==> src/design/ccl_pkg.sv <==
// ----------------------------------------------------------------------------
// ccl_pkg
// Shared types, codes and constants of the coin and start lamp controller.
// ----------------------------------------------------------------------------
package ccl_pkg;

    // Default sizes; the top level can override them within their ranges
    localparam int GROUPS_DEFAULT      = 8;
    localparam int MAX_BUTTONS_DEFAULT = 8;
    // Widest group the masks are padded to before output truncation
    localparam int MAX_BUTTONS_LIMIT   = 16;

    localparam int CFG_INDEX_W = 3;
    localparam int CFG_DATA_W  = 8;

    typedef enum logic [1:0] {
        OP_PRESS      = 2'd0,
        OP_TICK       = 2'd1,
        OP_ACTIVATE   = 2'd2,
        OP_DEACTIVATE = 2'd3
    } opcode_t;

    typedef enum logic [CFG_INDEX_W-1:0] {
        CFG_COINS_PER_CREDIT = 3'd0,
        CFG_SINGLE_MODE      = 3'd1,
        CFG_ONCE_ONLY        = 3'd2,
        CFG_ALWAYS_ON        = 3'd3,
        CFG_BLINK_FRAMES     = 3'd4,
        CFG_BUTTONS_IN_GROUP = 3'd5
    } cfg_index_t;

    localparam logic [7:0] COINS_PER_CREDIT_RST = 8'd1;
    localparam logic [7:0] BLINK_FRAMES_RST     = 8'd6;
    localparam logic [3:0] BUTTONS_IN_GROUP_RST = 4'd2;

    typedef struct packed {
        logic [7:0] coins_per_credit;
        logic       single_mode;
        logic       once_only;
        logic       always_on;
        logic [7:0] blink_frames;
        logic [3:0] buttons_in_group;
    } cfg_t;

    typedef struct packed {
        opcode_t    opcode;
        logic [2:0] group_index;
        logic [2:0] button_index;
    } in_t;

    typedef struct packed {
        logic [2:0] group_out;
        logic [7:0] active_mask;
        logic [7:0] blinking_mask;
        logic [7:0] coin_count_out;
        logic       credit_issued;
        logic       lamp_phase_on;
    } out_t;

    // Outcome of a press on one group
    typedef struct packed {
        logic       hit;        // press changes the group's state
        logic       credit;     // press completed a credit
        logic [7:0] count;      // new coin count
    } press_status_t;

endpackage

==> src/design/ccl_cfg_regs.sv <==
// ----------------------------------------------------------------------------
// ccl_cfg_regs
// Configuration register file, written through its own valid/ready channel.
// ----------------------------------------------------------------------------
module ccl_cfg_regs
(
    input  logic                               clk,
    input  logic                               rst_n,
    input  logic                               cfg_valid,
    output logic                               cfg_ready,
    input  logic [ccl_pkg::CFG_INDEX_W-1:0]    cfg_index,
    input  logic [ccl_pkg::CFG_DATA_W-1:0]     cfg_data,
    output ccl_pkg::cfg_t                      cfg
);

    ccl_pkg::cfg_t cfg_reg;

    assign cfg_ready = 1'b1;
    assign cfg       = cfg_reg;

    always_ff @(posedge clk or negedge rst_n)
    begin
        if (!rst_n)
        begin
            cfg_reg.coins_per_credit <= ccl_pkg::COINS_PER_CREDIT_RST;
            cfg_reg.single_mode      <= 1'b0;
            cfg_reg.once_only        <= 1'b0;
            cfg_reg.always_on        <= 1'b0;
            cfg_reg.blink_frames     <= ccl_pkg::BLINK_FRAMES_RST;
            cfg_reg.buttons_in_group <= ccl_pkg::BUTTONS_IN_GROUP_RST;
        end
        else if (cfg_valid)
        begin
            case (ccl_pkg::cfg_index_t'(cfg_index))
                ccl_pkg::CFG_COINS_PER_CREDIT: cfg_reg.coins_per_credit <= cfg_data;
                ccl_pkg::CFG_SINGLE_MODE:      cfg_reg.single_mode      <= cfg_data[0];
                ccl_pkg::CFG_ONCE_ONLY:        cfg_reg.once_only        <= cfg_data[0];
                ccl_pkg::CFG_ALWAYS_ON:        cfg_reg.always_on        <= cfg_data[0];
                ccl_pkg::CFG_BLINK_FRAMES:     cfg_reg.blink_frames     <= cfg_data;
                ccl_pkg::CFG_BUTTONS_IN_GROUP: cfg_reg.buttons_in_group <= cfg_data[3:0];
                default:
                begin
                end
            endcase
        end
    end

endmodule

==> src/design/ccl_press_logic.sv <==
// ----------------------------------------------------------------------------
// ccl_press_logic
// Combinational update of one group's masks and coin count for a press.
// ----------------------------------------------------------------------------
module ccl_press_logic
#(
    parameter int MAX_BUTTONS = ccl_pkg::MAX_BUTTONS_DEFAULT
)
(
    input  logic [MAX_BUTTONS-1:0]  act_cur,
    input  logic [MAX_BUTTONS-1:0]  blink_cur,
    input  logic [7:0]              count_cur,
    input  logic [2:0]              button,
    input  ccl_pkg::cfg_t           cfg,
    output logic [MAX_BUTTONS-1:0]  act_new,
    output logic [MAX_BUTTONS-1:0]  blink_new,
    output ccl_pkg::press_status_t  status
);

    logic [4:0]             n;          // clamped group size
    logic [MAX_BUTTONS-1:0] bsel;
    logic [MAX_BUTTONS-1:0] first_oh;
    logic                   found;
    logic                   two_off;
    logic                   all_on;
    logic                   b_ok;
    logic                   hit;
    logic [7:0]             cnt_inc;
    logic                   credit;

    always_comb
    begin
        if (cfg.buttons_in_group < 4'd2)
            n = 5'd2;
        else if ({1'b0, cfg.buttons_in_group} > 5'(MAX_BUTTONS))
            n = 5'(MAX_BUTTONS);
        else
            n = {1'b0, cfg.buttons_in_group};
    end

    always_comb
    begin
        for (int i = 0; i < MAX_BUTTONS; i++)
            bsel[i] = (i == int'(button));
    end

    // first inactive start within the group, and whether two or more are off
    always_comb
    begin
        first_oh = '0;
        found    = 1'b0;
        two_off  = 1'b0;
        for (int c = 1; c < MAX_BUTTONS; c++)
        begin
            if (c < int'(n) && !act_cur[c])
            begin
                if (found)
                    two_off = 1'b1;
                else
                    first_oh[c] = 1'b1;
                found = 1'b1;
            end
        end
        all_on = !two_off;
    end

    assign b_ok    = {2'b00, button} < n;
    assign hit     = b_ok && |(act_cur & bsel);
    assign cnt_inc = count_cur + 8'd1;
    assign credit  = hit && (button == 3'd0) && (cnt_inc >= cfg.coins_per_credit);

    always_comb
    begin
        act_new   = act_cur;
        blink_new = blink_cur;
        if (button == 3'd0)
        begin
            if (credit)
            begin
                if (!cfg.always_on && (cfg.single_mode || all_on))
                begin
                    blink_new[0] = 1'b0;
                    if (!cfg.single_mode || all_on)
                        act_new[0] = 1'b0;
                end
                act_new   = act_new | first_oh;
                blink_new = blink_new | first_oh;
            end
        end
        else
        begin
            act_new   = act_cur & ~bsel;
            blink_new = blink_cur & ~bsel;
            if (!cfg.once_only && !cfg.always_on)
            begin
                act_new[0]   = 1'b1;
                blink_new[0] = 1'b1;
            end
        end
    end

    always_comb
    begin
        status.hit    = hit;
        status.credit = credit;
        if (button == 3'd0)
            status.count = credit ? 8'd0 : cnt_inc;
        else
            status.count = count_cur;
    end

endmodule

==> src/design/coin_credit_lamp_controller.sv <==
// ----------------------------------------------------------------------------
// coin_credit_lamp_controller
// Coin and start lamp controller for arcade panels, one report per item.
// ----------------------------------------------------------------------------
// Usage:
//   in_*  : one transaction per item (press, frame tick, activate, deactivate).
//   out_* : one transaction per item, reporting the addressed group's masks,
//           coin count, credit flag and the current blink phase.
//   cfg_* : register writes, index 0..5; always ready. Write only while idle.
// Timing:
//   An item is captured in the input register, then processed by the press
//   logic and the per-group state registers, with the report loaded into the
//   output register, which drives out_valid. One item per cycle is sustained
//   while the output register is not stalled.
// Reset:
//   rst_n clears all masks, coin counters, the frame divider and the phase,
//   and loads the register defaults. No sweep is needed.
// Stalls:
//   While out_ready is low the output register holds; one more item can wait
//   in the input register, after which in_ready drops until the report moves.
// ----------------------------------------------------------------------------
module coin_credit_lamp_controller
#(
    parameter int GROUPS      = ccl_pkg::GROUPS_DEFAULT,
    parameter int MAX_BUTTONS = ccl_pkg::MAX_BUTTONS_DEFAULT
)
(
    input  logic                               clk,
    input  logic                               rst_n,
    input  logic                               in_valid,
    output logic                               in_ready,
    input  ccl_pkg::in_t                       in_data,
    output logic                               out_valid,
    input  logic                               out_ready,
    output ccl_pkg::out_t                      out_data,
    input  logic                               cfg_valid,
    output logic                               cfg_ready,
    input  logic [ccl_pkg::CFG_INDEX_W-1:0]    cfg_index,
    input  logic [ccl_pkg::CFG_DATA_W-1:0]     cfg_data
);

    localparam int GW = (GROUPS > 1) ? $clog2(GROUPS) : 1;

    ccl_pkg::cfg_t cfg;

    // Input register
    logic          in_valid_reg;
    ccl_pkg::in_t  in_reg;

    // Output register
    logic          out_valid_reg;
    ccl_pkg::out_t out_reg;

    // Per-group and shared state
    logic [MAX_BUTTONS-1:0] act_reg   [GROUPS];
    logic [MAX_BUTTONS-1:0] blink_reg [GROUPS];
    logic [7:0]             count_reg [GROUPS];
    logic [7:0]             frame_reg;
    logic                   phase_reg;
    logic [7:0]             frame_next;
    logic                   phase_next;

    logic                   advance;    // output register free to load
    logic                   work;       // item processed this cycle
    logic [7:0]             g_wide;
    logic [GW-1:0]          g_idx;
    logic                   g_ok;
    logic                   do_press;

    logic [MAX_BUTTONS-1:0] sel_act;
    logic [MAX_BUTTONS-1:0] sel_blink;
    logic [7:0]             sel_count;
    logic [MAX_BUTTONS-1:0] act_new;
    logic [MAX_BUTTONS-1:0] blink_new;
    ccl_pkg::press_status_t status;

    logic [MAX_BUTTONS-1:0] rep_act;
    logic [MAX_BUTTONS-1:0] rep_blink;
    logic [7:0]             rep_count;
    logic [ccl_pkg::MAX_BUTTONS_LIMIT-1:0] act_pad;
    logic [ccl_pkg::MAX_BUTTONS_LIMIT-1:0] blink_pad;
    ccl_pkg::out_t          out_next;

    ccl_cfg_regs u_cfg_regs
    (
        .clk       (clk),
        .rst_n     (rst_n),
        .cfg_valid (cfg_valid),
        .cfg_ready (cfg_ready),
        .cfg_index (cfg_index),
        .cfg_data  (cfg_data),
        .cfg       (cfg)
    );

    // ---- handshake -------------------------------------------------------
    assign advance   = !out_valid_reg || out_ready;
    assign work      = in_valid_reg && advance;
    assign in_ready  = !in_valid_reg || advance;
    assign out_valid = out_valid_reg;
    assign out_data  = out_reg;

    always_ff @(posedge clk or negedge rst_n)
    begin
        if (!rst_n)
            in_valid_reg <= 1'b0;
        else if (in_ready)
            in_valid_reg <= in_valid;
    end

    always_ff @(posedge clk)
    begin
        if (in_ready && in_valid)
            in_reg <= in_data;
    end

    // ---- group selection -------------------------------------------------
    assign g_wide   = 8'(in_reg.group_index);
    assign g_idx    = g_wide[GW-1:0];
    assign g_ok     = 32'(in_reg.group_index) < 32'(GROUPS);
    assign do_press = work && g_ok && (in_reg.opcode == ccl_pkg::OP_PRESS) && status.hit;

    // Out-of-range groups are masked here so the array is never read past its end
    always_comb
    begin
        if (g_ok)
        begin
            sel_act   = act_reg[g_idx];
            sel_blink = blink_reg[g_idx];
            sel_count = count_reg[g_idx];
        end
        else
        begin
            sel_act   = '0;
            sel_blink = '0;
            sel_count = '0;
        end
    end

    ccl_press_logic
    #(
        .MAX_BUTTONS (MAX_BUTTONS)
    )
    u_press_logic
    (
        .act_cur   (sel_act),
        .blink_cur (sel_blink),
        .count_cur (sel_count),
        .button    (in_reg.button_index),
        .cfg       (cfg),
        .act_new   (act_new),
        .blink_new (blink_new),
        .status    (status)
    );

    // ---- blink divider ---------------------------------------------------
    always_comb
    begin
        frame_next = frame_reg;
        phase_next = phase_reg;
        if (work && in_reg.opcode == ccl_pkg::OP_TICK)
        begin
            if (frame_reg == cfg.blink_frames)
            begin
                frame_next = 8'd0;
                phase_next = !phase_reg;
            end
            else
                frame_next = frame_reg + 8'd1;
        end
    end

    always_ff @(posedge clk or negedge rst_n)
    begin
        if (!rst_n)
        begin
            frame_reg <= 8'd0;
            phase_reg <= 1'b0;
        end
        else
        begin
            frame_reg <= frame_next;
            phase_reg <= phase_next;
        end
    end

    // ---- per-group state -------------------------------------------------
    // activate and deactivate touch every group at once; a press only its own
    always_ff @(posedge clk or negedge rst_n)
    begin
        if (!rst_n)
        begin
            for (int gi = 0; gi < GROUPS; gi++)
            begin
                act_reg[gi]   <= '0;
                blink_reg[gi] <= '0;
                count_reg[gi] <= 8'd0;
            end
        end
        else if (work)
        begin
            for (int gi = 0; gi < GROUPS; gi++)
            begin
                case (in_reg.opcode)
                    ccl_pkg::OP_PRESS:
                    begin
                        if (do_press && g_idx == GW'(gi))
                        begin
                            act_reg[gi]   <= act_new;
                            blink_reg[gi] <= blink_new;
                            count_reg[gi] <= status.count;
                        end
                    end
                    ccl_pkg::OP_TICK:
                    begin
                    end
                    ccl_pkg::OP_ACTIVATE:
                    begin
                        act_reg[gi]      <= MAX_BUTTONS'(1);
                        blink_reg[gi][0] <= 1'b1;
                    end
                    ccl_pkg::OP_DEACTIVATE:
                    begin
                        act_reg[gi]   <= '0;
                        blink_reg[gi] <= '0;
                    end
                    default:
                    begin
                    end
                endcase
            end
        end
    end

    // ---- report of the addressed group after the update -------------------
    always_comb
    begin
        rep_act   = sel_act;
        rep_blink = sel_blink;
        rep_count = sel_count;
        case (in_reg.opcode)
            ccl_pkg::OP_PRESS:
            begin
                if (status.hit)
                begin
                    rep_act   = act_new;
                    rep_blink = blink_new;
                    rep_count = status.count;
                end
            end
            ccl_pkg::OP_TICK:
            begin
            end
            ccl_pkg::OP_ACTIVATE:
            begin
                rep_act      = MAX_BUTTONS'(1);
                rep_blink[0] = 1'b1;
            end
            ccl_pkg::OP_DEACTIVATE:
            begin
                rep_act   = '0;
                rep_blink = '0;
            end
            default:
            begin
            end
        endcase
        if (!g_ok)
        begin
            rep_act   = '0;
            rep_blink = '0;
            rep_count = 8'd0;
        end
    end

    always_comb
    begin
        act_pad                   = '0;
        blink_pad                 = '0;
        act_pad[MAX_BUTTONS-1:0]  = rep_act;
        blink_pad[MAX_BUTTONS-1:0] = rep_blink;

        out_next.group_out      = in_reg.group_index;
        out_next.active_mask    = act_pad[7:0];
        out_next.blinking_mask  = blink_pad[7:0];
        out_next.coin_count_out = rep_count;
        out_next.credit_issued  = g_ok && (in_reg.opcode == ccl_pkg::OP_PRESS) && status.credit;
        out_next.lamp_phase_on  = phase_next;
    end

    always_ff @(posedge clk or negedge rst_n)
    begin
        if (!rst_n)
            out_valid_reg <= 1'b0;
        else if (advance)
            out_valid_reg <= in_valid_reg;
    end

    always_ff @(posedge clk)
    begin
        if (work)
            out_reg <= out_next;
    end

    // ---- assertions ------------------------------------------------------
    // a held item is not lost or altered while the report waits
    a_in_hold: assert property (@(posedge clk) disable iff (!rst_n)
        in_valid_reg && !advance |=> in_valid_reg && $stable(in_reg))
        else $error("input register changed while stalled");

    // a credit always leaves the coin counter cleared
    a_credit_clears: assert property (@(posedge clk) disable iff (!rst_n)
        out_valid && out_data.credit_issued |-> out_data.coin_count_out == 8'd0)
        else $error("credit reported with non-zero coin count");

    // the phase only turns over with the frame divider at zero
    a_phase_frame: assert property (@(posedge clk) disable iff (!rst_n)
        phase_reg != $past(phase_reg) |-> frame_reg == 8'd0)
        else $error("blink phase toggled without divider wrap");

    // the blink divider and phase change only when an item is processed
    a_frame_idle: assert property (@(posedge clk) disable iff (!rst_n)
        !work |=> $stable(frame_reg) && $stable(phase_reg))
        else $error("blink divider moved without an item");

endmodule

==> config.mk <==
export PLATFORM = sky130hd
export DESIGN_NAME = coin_credit_lamp_controller
export DESIGN_NICKNAME = d
export VERILOG_FILES = /design/src/design/ccl_pkg.sv /design/src/design/ccl_cfg_regs.sv /design/src/design/ccl_press_logic.sv /design/src/design/coin_credit_lamp_controller.sv
export SDC_FILE = /design/constraint.sdc
export NUM_CORES = 1
export LEC_CHECK = 0
export ABC_AREA = 1
export BUFFER_PORTS_ARGS = -buffer_cell sky130_fd_sc_hd__buf_2
export CAP_MARGIN = 20
export CORE_ASPECT_RATIO = 0.9
export CORE_MARGIN = 10
export CORE_UTILIZATION = 67
export DETAILED_ROUTE_END_ITERATION = 6
export GPL_TIMING_DRIVEN = 0
export PLACE_DENSITY = 0.87
export SETUP_SLACK_MARGIN = 0.5
export SLEW_MARGIN = 10
export SYNTH_ARGS = -nofsm -noshare
export SYNTH_HDL_FRONTEND = slang
export SYNTH_SLANG_ARGS = --single-unit
==> constraint.sdc <==
create_clock -name clk -period 12.5 [get_ports clk]
set_input_delay 0 -clock clk [delete_from_list [all_inputs] [get_ports clk]]
set_output_delay 0 -clock clk [all_outputs]
set_load 0.03 [all_outputs]
==> results by group <==
Job
  – Max_cap viols: 0

Place
  – Cell count after placement: 1,875
  – PortBufs: 54
  – Post-Place Worst Slack: 7030 ps
  – Routability Congestion: 1.00
  – DPL Wire Length: 25,000 µm

Drt
  – DR WL/cell: 19.1 µm
  – Starting DRT DRC Count: 1,399
  – DRT Wirelength: 37,300 µm
  – DR vias: 11,600
  – Number of remaining DRC errors: 1
  – First drt pass iteration count: 7
  – Drt via density: 5.95
  – Routed Antenna Nets: 0

Global route
  – Grt ovf: 0
  – Total Routing Usage GR: 29.3%
  – Largest net degree at the start of global routing: 106
  – Vias in the first global route: 11,300
  – Global-route wire length before repair: 59,700 µm
  – Initial antenna violation count: 0

Timing
  – Slew @ Worst Pin: 1030 ps
  – Hold_ws: 190 ps
  – Max Slew Vio Count: 0
  – Final period util: 45.7%
  – Post-route setup TNS: 0 ps
  – Slew HR: 30.7%
  – Max Fclk: 175 MHz
  – Final-report setup violation count: 0
  – Fin. Hold Viols: 0
  – Fin crit period: 5710 ps
  – Worst Slack Setup Final: 6790 ps
  – Clock Skew: 10.7 ps
  – RSZ-0062 raised after global routing: false

Clocking
  – Clk_lat worst skew: 540 ps
  – Gates resized, CTS repair: 0
  – Postcts setup bufs: 0
  – Max Root-Sink Buffers: 3
  – Num Clock Sinks: 263
  – H-tree depth: 1
  – Clk slew on worst S/H paths: 60 ps
  – CTS tree: built
  – Root buf cell: clkbuf_16
  – Post-CTS Hold Buffers: 32
  – Inserted Clock Buffers: 27

Die
  – Initial Utilization: 68.8%
  – Die area: 0.0250 mm²
  – Chip Height: 151 µm
  – Core box area: 0.0186 mm²
  – I/O pins: 56
  – Core Rows: 47
  – Die X: 166 µm

Final layout
  – Non-Filler Instances: 1,956
  – Layout cells sized above 1: 8.36%
  – Fillers: 1,277
  – Number of nets in the final layout: 1,732
  – Ant diodes: 0
  – Area Growth Syn to Fin: 14.6%

Setup path
  – Critical path type: reg2reg
  – Buffers & Inverters on Critical Path: 5
  – Critical Path Source Type: register
  – Crit-path max FO: 10
  – Worst Setup End Kind: register
  – Worst path required time: 12,840 ps
  – Crit-path cells: inv_2 -> nand2_1 -> inv_1 -> buf_2 -> buf_1 -> a22oi_1 -> a31oi_2 -> nand2_1 -> nor3_1 -> nand2_1 -> nand2_1 -> nand2_1 -> ha_1 -> nand2_1 -> nor2_1 -> nand4_1 -> o2111ai_1 -> nand2_1 -> nand3b_1 -> buf_2 -> nand2_1 -> o21ai_1 -> nand2_1 -> o21ai_0
  – Cell at the slowest stage of the critical path: o21ai_1
  – Worst path most repeated cell: nand2_1
  – Critical Path AT: 6050 ps
  – Crit path largest cell delay: 650 ps
  – Top delay family on crit path: simple AND/OR/NAND/NOR gates

Status
  – Violations in the final reports: design-rule violations
  – Status: complete, but fails checks

Logic synthesis
  – Top cell type's share of synthesized area: 43.4%
  – Top-count cell post-synth: nand2_1
  – Main synth FF type: dfrtp_1
  – Synth cell count leaders: nand2_1 (575), dfrtp_1 (222), o21ai_0 (169), inv_1 (161), nor2_1 (77)
  – Netlist Area Pre-Place: 0.0128 mm²
  – Post-synth top area cell: dfrtp_1
  – Synth Warn #: 0
  – Post-synthesis cell count: 1,574
  – #FFs+latches synth: 263
  – Syn Area/Cell: 8.13 µm²
  – Seq/Total Area, Yosys: 52.9%
  – Post-synth EDFFs: 37
  – Area contributors post-synth: dfrtp_1 (43%), nand2_1 (17%), edfxtp_1 (8.7%)
  – Synth cell types: 43
  – Syn Nets: 1,615
  – Asr flop ratio synth: 85.9%

Worst hold path
  – Worst min-delay path class: in2reg

Power
  – Leakage: 7.27 nW
  – Peak supply drop: 0.150 mV
  – P per Cell Area: 176 mW/mm²
-- metrics by stage --
stage | power, mW | instance area, µm² | utilization [%]
5_1_grt | 2.70 | 14700 | 78.9
3_3_place_gp | 1.69 | 13400 | 71.9
6_report | 2.58 | 14700 | 78.9
3_5_place_dp | 1.73 | 13400 | 72.3
2_1_floorplan | 1.54 | 12800 | -
4_1_cts | 2.56 | 14700 | 78.9
-- logic make-up (layout without fill, tap and decap cells) --
group | count (synthesis) | in the layout | synth area share, %
AO/OA/AOI/OAI | 327 | 327 | 14.4
flip-flops | 263 | 263 | 52.9
XOR/XNOR | 11 | 11 | 0.753
other | 1 | 1 | 0.0293
adder cells (fa/ha/maj) | 17 | 17 | 1.66
buffers and inverters | 219 | 356 | 6.73
AND/OR/NAND/NOR | 736 | 736 | 23.5
-- metal layers --
layer | track usage, % | wire length (µm) | up-vias | part of all wire (%)
li1 | - | - | 5350 | -
met1 | 37.4 | 14800 | 5528 | 40
met2 | 48.2 | 17200 | 649 | 46
met3 | 7.15 | 3940 | 119 | 11
met4 | 10.4 | 1320 | 0 | 3.5
met5 | 0 | 0 | - | 0
-- worst paths after layout --
check	from	endpoint	slack, ps	cells after the start
max	g_idx[0]$_DFFE_PP_	out_data[2]$_DFFE_PP_	6790	24
min	in_data[2]	in_reg[2]$_DFFE_PP_	190	2
max reg2reg	g_idx[0]$_DFFE_PP_	out_data[2]$_DFFE_PP_	6790	24
min reg2reg	count_reg[54]$_DFFE_PN0P_	count_reg[54]$_DFFE_PN0P_	480	2
max in group asynchronous	rst_n	u_cfg_regs.cfg[18]$_DFFE_PN0P_	10580	4
min in group asynchronous	rst_n	count_reg[21]$_DFFE_PN0P_	480	3
-- worst register-to-register path, stage by stage, from the launching register on --
cell	delay, ps
edfxtp_1	540
inv_2	100
nand2_1	280
inv_1	160
buf_2	300
buf_1	540
a22oi_1	180
a31oi_2	420
nand2_1	90
nor3_1	220
nand2_1	90
nand2_1	70
nand2_1	70
ha_1	320
nand2_1	110
nor2_1	50
nand4_1	60
o2111ai_1	210
nand2_1	200
nand3b_1	180
buf_2	310
nand2_1	120
o21ai_1	650
nand2_1	100
o21ai_0	150
-- layout make-up --
| class | count | area (µm²) | area share (%) |
|---|---|---|---|
| sequential | 263 | 6770 | 46.2 |
| multi-input combinational | 1092 | 5160 | 35.2 |
| clock buffer | 42 | 813 | 5.55 |
| timing repair buffer | 88 | 656 | 4.47 |
| inverter | 165 | 619 | 4.23 |
| tap | 245 | 307 | 2.09 |
| buffer | 54 | 241 | 1.65 |
| clock inverter | 7 | 88.8 | 0.606 |
-- where the power goes --
| part | switching (mW) | internal (mW) | total (mW) |
|---|---|---|---|
| clock network | 0.339 | 0.487 | 0.826 |
| logic | 0.407 | 0.189 | 0.597 |
| registers | 0.105 | 1.05 | 1.16 |
| total | 0.851 | 1.73 | 2.58 |
-- cell usage in the layout (no fill, tap or decap), drive strengths merged, types with 41 or more instances in the layout --
cell    instances
clkbuf         65
buf            87
a21oi          52
o21ai         195
a22oi          45
dfrtp         222
nor2           81
inv           165
nand2         577
nand3          41
No activity file was read; power rests on OpenSTA's default activity.
